<file path="config.mk">
export PLATFORM = sky130hd
export DESIGN_NAME = kcbd_decode
export DESIGN_NICKNAME = d
export VERILOG_FILES = /design/src/rtl/core/kanji_card_bus_decoder_unit_macros.svh /design/src/rtl/core/kcbd_pkg.sv /design/src/rtl/core/kcbd_decode.sv
export SDC_FILE = /design/constraint.sdc
export NUM_CORES = 1
export LEC_CHECK = 0
export BUFFER_PORTS_ARGS = -buffer_cell sky130_fd_sc_hd__clkbuf_2
export CAP_MARGIN = 20
export CORE_MARGIN = 4
export CORE_UTILIZATION = 39
export DETAILED_ROUTE_END_ITERATION = 16
export PLACE_DENSITY = 0.95
export SETUP_SLACK_MARGIN = 0.1
export SLEW_MARGIN = 10
export SYNTH_ARGS = -nofsm -noshare
export SYNTH_HDL_FRONTEND = slang
export SYNTH_SLANG_ARGS = --single-unit
</file>
<file path="constraint.sdc">
create_clock -name vclk -period 6.44
set_input_delay 1.288 -clock vclk [all_inputs]
set_output_delay 1.288 -clock vclk [all_outputs]
set_load 0.03 [all_outputs]
</file>
<file path="src/rtl/core/kanji_card_bus_decoder_unit_macros.svh">
// Assertion macros used by the bus decoder RTL.
`ifndef KANJI_CARD_BUS_DECODER_UNIT_MACROS_SVH
`define KANJI_CARD_BUS_DECODER_UNIT_MACROS_SVH

// Same-cycle implication, sampled on clk and quiet while arst_n is low.
`define KCBD_ASSERT_NOW(lbl, ante, cons, msg) \
	lbl: assert property (@(posedge clk) disable iff (!arst_n) (ante) |-> (cons)) \
		else $error(msg);

// Next-cycle implication, sampled on clk and quiet while arst_n is low.
`define KCBD_ASSERT_NEXT(lbl, ante, cons, msg) \
	lbl: assert property (@(posedge clk) disable iff (!arst_n) (ante) |=> (cons)) \
		else $error(msg);

`endif

</file>
<file path="src/rtl/core/kcbd_pkg.sv">
// Types and constants of the bus decoder.
`timescale 1ns / 1ps

package kcbd_pkg;

	localparam logic [1:0] OP_SUB_RD  = 2'd0;
	localparam logic [1:0] OP_SUB_WR  = 2'd1;
	localparam logic [1:0] OP_HOST_RD = 2'd2;
	localparam logic [1:0] OP_HOST_WR = 2'd3;

	localparam logic [1:0] ROM_NONE = 2'd0;
	localparam logic [1:0] ROM_MON  = 2'd1;
	localparam logic [1:0] ROM_DICT = 2'd2;

	localparam logic [15:0] ADDR_MON_BASE  = 16'hc000;
	localparam logic [15:0] ADDR_DICT_BASE = 16'ha000;
	localparam logic [15:0] ADDR_DICT_LAST = 16'hafff;
	localparam logic [15:0] ADDR_SRAM_BASE = 16'h8000;
	localparam logic [15:0] ADDR_SRAM_LAST = 16'h9ffe;
	localparam logic [15:0] ADDR_BANK_REG  = 16'h9fff;
	localparam logic [15:0] PORT_HALT_STAT = 16'hfd28;
	localparam logic [15:0] PORT_RCB_RD    = 16'hfd29;
	localparam logic [15:0] PORT_HALT_CTRL = 16'hfd2a;
	localparam logic [15:0] PORT_RCB_WR    = 16'hfd2b;

	localparam logic [15:0] RCB_WINDOW  = 16'h1f00;
	localparam logic [7:0]  BYTE_OPEN   = 8'hff;
	localparam logic [7:0]  HALT_ACTIVE = 8'h7f;

	typedef struct packed {
		logic       halted;
		logic [5:0] bank;
		logic [7:0] cnt;
	} kcbd_state_t;

	typedef struct packed {
		logic [7:0]  read_data;
		logic        handled;
		logic [1:0]  rom_select;
		logic [17:0] rom_address;
		logic        ram_read;
	} kcbd_result_t;

	typedef struct packed {
		logic        rd;
		logic        wr;
		logic [15:0] offset;
	} kcbd_ram_req_t;

endpackage

</file>
<file path="src/rtl/core/kcbd_decode.sv">
// Address decode, register updates and SRAM request for one bus access.
`timescale 1ns / 1ps

module kcbd_decode (
	input  logic                   fm8,
	input  logic [1:0]             operation,
	input  logic [15:0]            address,
	input  logic [7:0]             write_data,
	input  kcbd_pkg::kcbd_state_t  cur,
	output kcbd_pkg::kcbd_state_t  nxt,
	output kcbd_pkg::kcbd_result_t res,
	output kcbd_pkg::kcbd_ram_req_t ram
);

	logic        live;
	logic        in_sram;
	logic [15:0] rcb_offset;

	assign live       = !fm8;
	assign in_sram    = (address >= kcbd_pkg::ADDR_SRAM_BASE) &&
		(address <= kcbd_pkg::ADDR_SRAM_LAST);
	assign rcb_offset = kcbd_pkg::RCB_WINDOW | {8'd0, cur.cnt};

	always_comb begin
		nxt             = cur;
		res.read_data   = kcbd_pkg::BYTE_OPEN;
		res.handled     = 1'b1;
		res.rom_select  = kcbd_pkg::ROM_NONE;
		res.rom_address = 18'd0;
		res.ram_read    = 1'b0;
		ram.rd          = 1'b0;
		ram.wr          = 1'b0;
		ram.offset      = address - kcbd_pkg::ADDR_SRAM_BASE;
		case (operation)
			kcbd_pkg::OP_SUB_RD: begin
				if (address >= kcbd_pkg::ADDR_MON_BASE) begin
					res.rom_select  = kcbd_pkg::ROM_MON;
					res.rom_address = {4'd0, address[13:0]};
				end else if ((address >= kcbd_pkg::ADDR_DICT_BASE) &&
						(address <= kcbd_pkg::ADDR_DICT_LAST)) begin
					res.rom_select  = kcbd_pkg::ROM_DICT;
					res.rom_address = {cur.bank, address[11:0]};
				end else if (in_sram) begin
					res.ram_read = 1'b1;
					ram.rd       = 1'b1;
				end else if (address == kcbd_pkg::ADDR_BANK_REG) begin
					res.read_data = {2'b00, cur.bank};
				end
			end
			kcbd_pkg::OP_SUB_WR: begin
				if (address == kcbd_pkg::ADDR_BANK_REG) begin
					nxt.halted = !write_data[7];
					nxt.bank   = write_data[5:0];
				end else if (in_sram) begin
					ram.wr = 1'b1;
				end
			end
			kcbd_pkg::OP_HOST_RD: begin
				if (address == kcbd_pkg::PORT_HALT_STAT) begin
					if (live && cur.halted) begin
						res.read_data = kcbd_pkg::HALT_ACTIVE;
					end
				end else if (address == kcbd_pkg::PORT_RCB_RD) begin
					if (live && cur.halted) begin
						res.ram_read = 1'b1;
						ram.rd       = 1'b1;
						ram.offset   = rcb_offset;
						nxt.cnt      = cur.cnt + 8'd1;
					end
				end else begin
					res.handled = 1'b0;
				end
			end
			default: begin
				if (address == kcbd_pkg::PORT_HALT_CTRL) begin
					if (live) begin
						nxt.halted = !write_data[7];
						if (!write_data[7]) begin
							nxt.cnt = 8'd0;
						end
					end
				end else if (address == kcbd_pkg::PORT_RCB_WR) begin
					if (live && cur.halted) begin
						ram.wr     = 1'b1;
						ram.offset = rcb_offset;
						nxt.cnt    = cur.cnt + 8'd1;
					end
				end else begin
					res.handled = 1'b0;
				end
			end
		endcase
	end

endmodule

</file>
==> flow_summary.ini, run 1 <==
[final_layout]
antenna_cells = 0
fin_area_mm2 = 0.00142
fin_nets = 283
fin_cells = 266
nClkBuffers = 0
nFillCells = 226
drive_gt1_share_pct = 52.1
final_util_pct = 62.6
nFlopsAndLatches = 0
final-seq-area_um2 = 0
area_growth_pct = 49.3

[route]
antenna_left = 0
drtIter0Drc = 66
wl_um = 3710
vias_per_cell = 5.56
vias = 1479
wl_per_cell_um = 14.0
firstDrtPassIters = 4
drc = 0

[logic_synthesis]
synth_area_leaders = and2_1 (12%), mux2_2 (11%), a31oi_1 (4.6%)
avgSynthCellArea_um2 = 6.44
synth.top_cell.area_share_pct = 11.8
yosysMostFrequentCell = and2_1
ys_types = 43
seq_area_frac_synth_pct = 0
synth_top_cell_by_area = and2_1
ys_top_cells_by_count = and2_1 (18), nand2_1 (11), clkbuf_1 (9), mux2_2 (9)
syn_nets = 191
synth_warnings = 0
syn_inst = 148
syn_area_um2 = 953

[clocking]
cts_hold_buf = 0
post_cts_buffers = 0
cts_resized = 0

[floorplan]
start_util_pct = 41.9
ios = 105
die_w_um = 57.4
die-area_mm2 = 0.00330
coreArea_mm2 = 0.00228
row_count = 17
die_height_um = 57.4

[setup_path]
critPathLaunchType = input pin
arrival_ns = 3.66
required_ns = 5.15
worstSetupPathType = input pin to output pin
path_max_fanout = 8
end_kind = output pin

[sta]
fin_worst_hold_slack_ns = 2.85
setup_tns_ns = 0
setup_viol = 0
fmax_mhz = 202
worst_slew_pin_slew_ns = 0.730
fin_crit_ns = 4.95
slew_headroom_pct = 50.9
finalWorstSetupSlack_ns = 1.49
drv_slew = 0
period_share_pct = 76.9
finalHoldViolations = 0
rsz0062_at_grt = false

[outcome]
status = finished clean

[power]
pwr-share-comb_pct = 100.0
seq_power_share_pct = 0
swShare_pct = 66.9
design_power_total_uw = 86.2
switchingPower_uw = 57.7
pwr-share-clk_pct = 0
p_int_uw = 28.5
p_leak_nw = 0.731
vdd_ir_drop_max_uv = 40.9
power_density_mw_per_mm2 = 60.5

[placement]
hpwl_um = 3160
dp_slack_ns = 1.51
globalplace.congestion = 0.910
dp.cells = 266
post_dp_cell_area_mm2 = 0.00142
io_buffers = 104

[grt]
gr-total-overflow = 0
grt_pass1_vias = 1333
antenna_found_initial = 0
grt_pass1_wl_um = 5920
grt_max_degree = 13
grt_usage_pct = 21.1

[worst_hold_path]
hold_depth = 2
hold_end = ram[10]
min_path_type = input pin to output pin
hold_start = address[10]

[run]
cap_violations = 0
## how the worst max path moves through the flow
| stage | from | end | depth (start not counted) |
|---|---|---|---|
| floorplan | address[15] | res[15] | 5 |
| global placement | address[6] | ram[5] | 6 |
| detailed placement | address[6] | ram[0] | 6 |
| CTS | address[6] | ram[5] | 6 |
| global route | address[6] | ram[0] | 6 |
| finish | address[6] | ram[0] | 6 |
## routing by layer
metal | GRT usage [%] | wire length, µm
met3 | 3.62 | 385
met2 | 39.5 | 1900
met4 | 0 | 8
met5 | 0 | 0
met1 | 26.5 | 1420
## layout make-up
cell class | instances | area [µm²] | area share [%]
Tap cell | 28 | 35.0 | 2.46
Inverter | 7 | 26.3 | 1.85
Multi-Input combinational cell | 126 | 835 | 58.6
Timing Repair Buffer | 105 | 528 | 37.1
## worst max-delay path, stage by stage
cell and delay (ns):
clkbuf_2 0.11, or4_4 0.54, nor4_1 0.67, and3_1 0.49, mux2_2 0.38, clkbuf_2 0.18
## cells in the final DEF (no fill, tap or decap), drive strengths merged, types with 2 or more instances in the layout
cell | Yosys | final
a21o | 4 | 4
a21oi | 7 | 7
a31oi | 7 | 7
and2 | 19 | 19
clkbuf | 9 | 104
inv | 7 | 7
mux2 | 9 | 9
nand2 | 11 | 11
nand3 | 7 | 7
nand4 | 7 | 7
nand4b | 3 | 3
nor2 | 6 | 6
nor3 | 5 | 5
nor3b | 2 | 2
nor4 | 2 | 2
nor4b | 2 | 2
o21ai | 2 | 2
o31ai | 2 | 2
or2 | 6 | 6
or3 | 5 | 5
or4 | 5 | 5
## logic make-up after synthesis
| logic type | after synthesis | share of synthesized area (%) |
|---|---|---|
| mux | 10 | 11.7 |
| simple gates | 88 | 56.3 |
| fa+ha+maj | 1 | 1.31 |
| compound gates | 26 | 17.3 |
| xor+xnor | 1 | 0.919 |
| buf+inv | 22 | 12.5 |
## power groups by stage
stage / clock, mW / sequential, mW / combinational, mW
final: 0 / 0 / 0.0862
after global routing: 0 / 0 / 0.0934
after CTS: 0 / 0 / 0.0862
after detailed placement: 0 / 0 / 0.0860
after global placement: 0 / 0 / 0.0850
after floorplan: 0 / 0 / 0.0540
(Power assumes the default switching activity.)
==> run 2: changes to the inputs <==
Settings changed: CORE_UTILIZATION 39 to 33, PLACE_DENSITY 0.95 to 0.91.
Clock period 6.44 ns to 4.01 ns, I/O delays scaled along.
==> flow_summary.ini, run 2 (same netlist as run 1, synthesis figures left out) <==
[grt]
gr-total-overflow = 0
grt_pass1_vias = 1238
grt_usage_pct = 17.6
antenna_found_initial = 0
grt_pass1_wl_um = 5350
grt_max_degree = 13

[floorplan]
die_height_um = 61.8
die_w_um = 61.8
ios = 105
die-area_mm2 = 0.00381
coreArea_mm2 = 0.00276
start_util_pct = 34.6
row_count = 19

[sta]
drv_slew = 0
setup_viol = 0
slew_headroom_pct = 60.1
period_share_pct = 92.3
finalHoldViolations = 0
fin_crit_ns = 3.70
rsz0062_at_grt = false
fmax_mhz = 270
setup_tns_ns = 0
worst_slew_pin_slew_ns = 0.591

[final_layout]
fin_nets = 285
nClkBuffers = 0
area_growth_pct = 52.0
final_util_pct = 52.5
final_cell_mix = clkbuf_2 (104), and2_1 (18), nand2_1 (11), mux2_2 (9)
nFlopsAndLatches = 0
antenna_cells = 0
final-seq-area_um2 = 0
final_common_cell = clkbuf_2
drive_gt1_share_pct = 52.9

[route]
vias_per_cell = 5.38
firstDrtPassIters = 4
wl_met2_um = 1950
drc = 0
wl_per_cell_um = 14.0
wl_met3_um = 304
wl_um = 3800
wl_met1_um = 1540
antenna_left = 0
vias = 1459
top_layer = met3
drtIter0Drc = 58

[setup_path]
worstSetupPathType = input pin to output pin
critPathLaunchType = input pin
arrival_ns = 2.90
cp_cell_sequence = clkbuf_2 -> or4_4 -> or4_4 -> or4_1 -> nand3_1 -> clkbuf_2
end_kind = output pin
path_max_fanout = 11
slowest_delay_ns = 0.62
slowest_stage = or4_4
required_ns = 3.21

[power]
p_leak_nw = 0.742
pwr-share-comb_pct = 100.0
p_int_uw = 47.1
pwr-share-clk_pct = 0
swShare_pct = 66.5
power_density_mw_per_mm2 = 96.9
seq_power_share_pct = 0
switchingPower_uw = 93.4
vdd_ir_drop_max_uv = 50.4

[run]
cap_violations = 0

[clocking]
cts_resized = 0
post_cts_buffers = 0
cts_hold_buf = 0

[outcome]
status = finished clean

[worst_hold_path]
min_path_type = input pin to output pin

[placement]
globalplace.congestion = 0.932
hpwl_um = 3250
io_buffers = 104
==> run 2: changes by cell type in the layout (fill, tap and decap cells not counted), sizes merged <==
| cell | previous run | this run |
|---|---|---|
| buf | 1 | 3 |
==> run 2: power groups by stage <==
stage | clock network [mW] | registers (mW) | logic [mW]
floorplan | 0 | 0 | 0.0870
global placement | 0 | 0 | 0.138
detailed placement | 0 | 0 | 0.140
CTS | 0 | 0 | 0.141
global route | 0 | 0 | 0.152
finish | 0 | 0 | 0.140
==> run 2: critical path, delay by kind of cell <==
kind                   cells  cell delay [ns]
and+or+nand+nor            4             1.78
buffers and inverters      2             0.31
==> run 2: cell type report <==
class	count	area, µm²
Fill cell	281	1310
Multi-Input combinational cell	126	841
Timing Repair Buffer	107	543
Tap cell	31	38.8
Inverter	7	26.3
==> run 2: worst paths after layout <==
path / to / cells past startpoint / slack, ns / startpoint
setup / recovery: nxt[6] / 6 / 0.31 / address[6]
hold / removal: ram[10] / 2 / 1.88 / address[10]
==> run 2: metrics by stage <==
| stage | hold WS [ns] | instances | total power [mW] | instance area (µm²) | worst slack [ns] |
|---|---|---|---|---|---|
| floorplan | 1.68 | 148 | 0.0870 | 960 | 0.283 |
| global placement | 1.88 | 271 | 0.138 | 1450 | 0.326 |
| detailed placement | 1.88 | 271 | 0.140 | 1450 | 0.310 |
| CTS | 1.88 | 271 | 0.141 | 1450 | 0.309 |
| global route | 1.89 | 271 | 0.152 | 1450 | 0.204 |
| finish | 1.88 | 271 | 0.140 | 1450 | 0.309 |
==> run 2: per-layer routing <==
metal  GRT usage, %  vias up
met4              0        0
met2           32.6       47
met5              0        -
met3           1.65        0
met1           23.5      679
li1               -      733
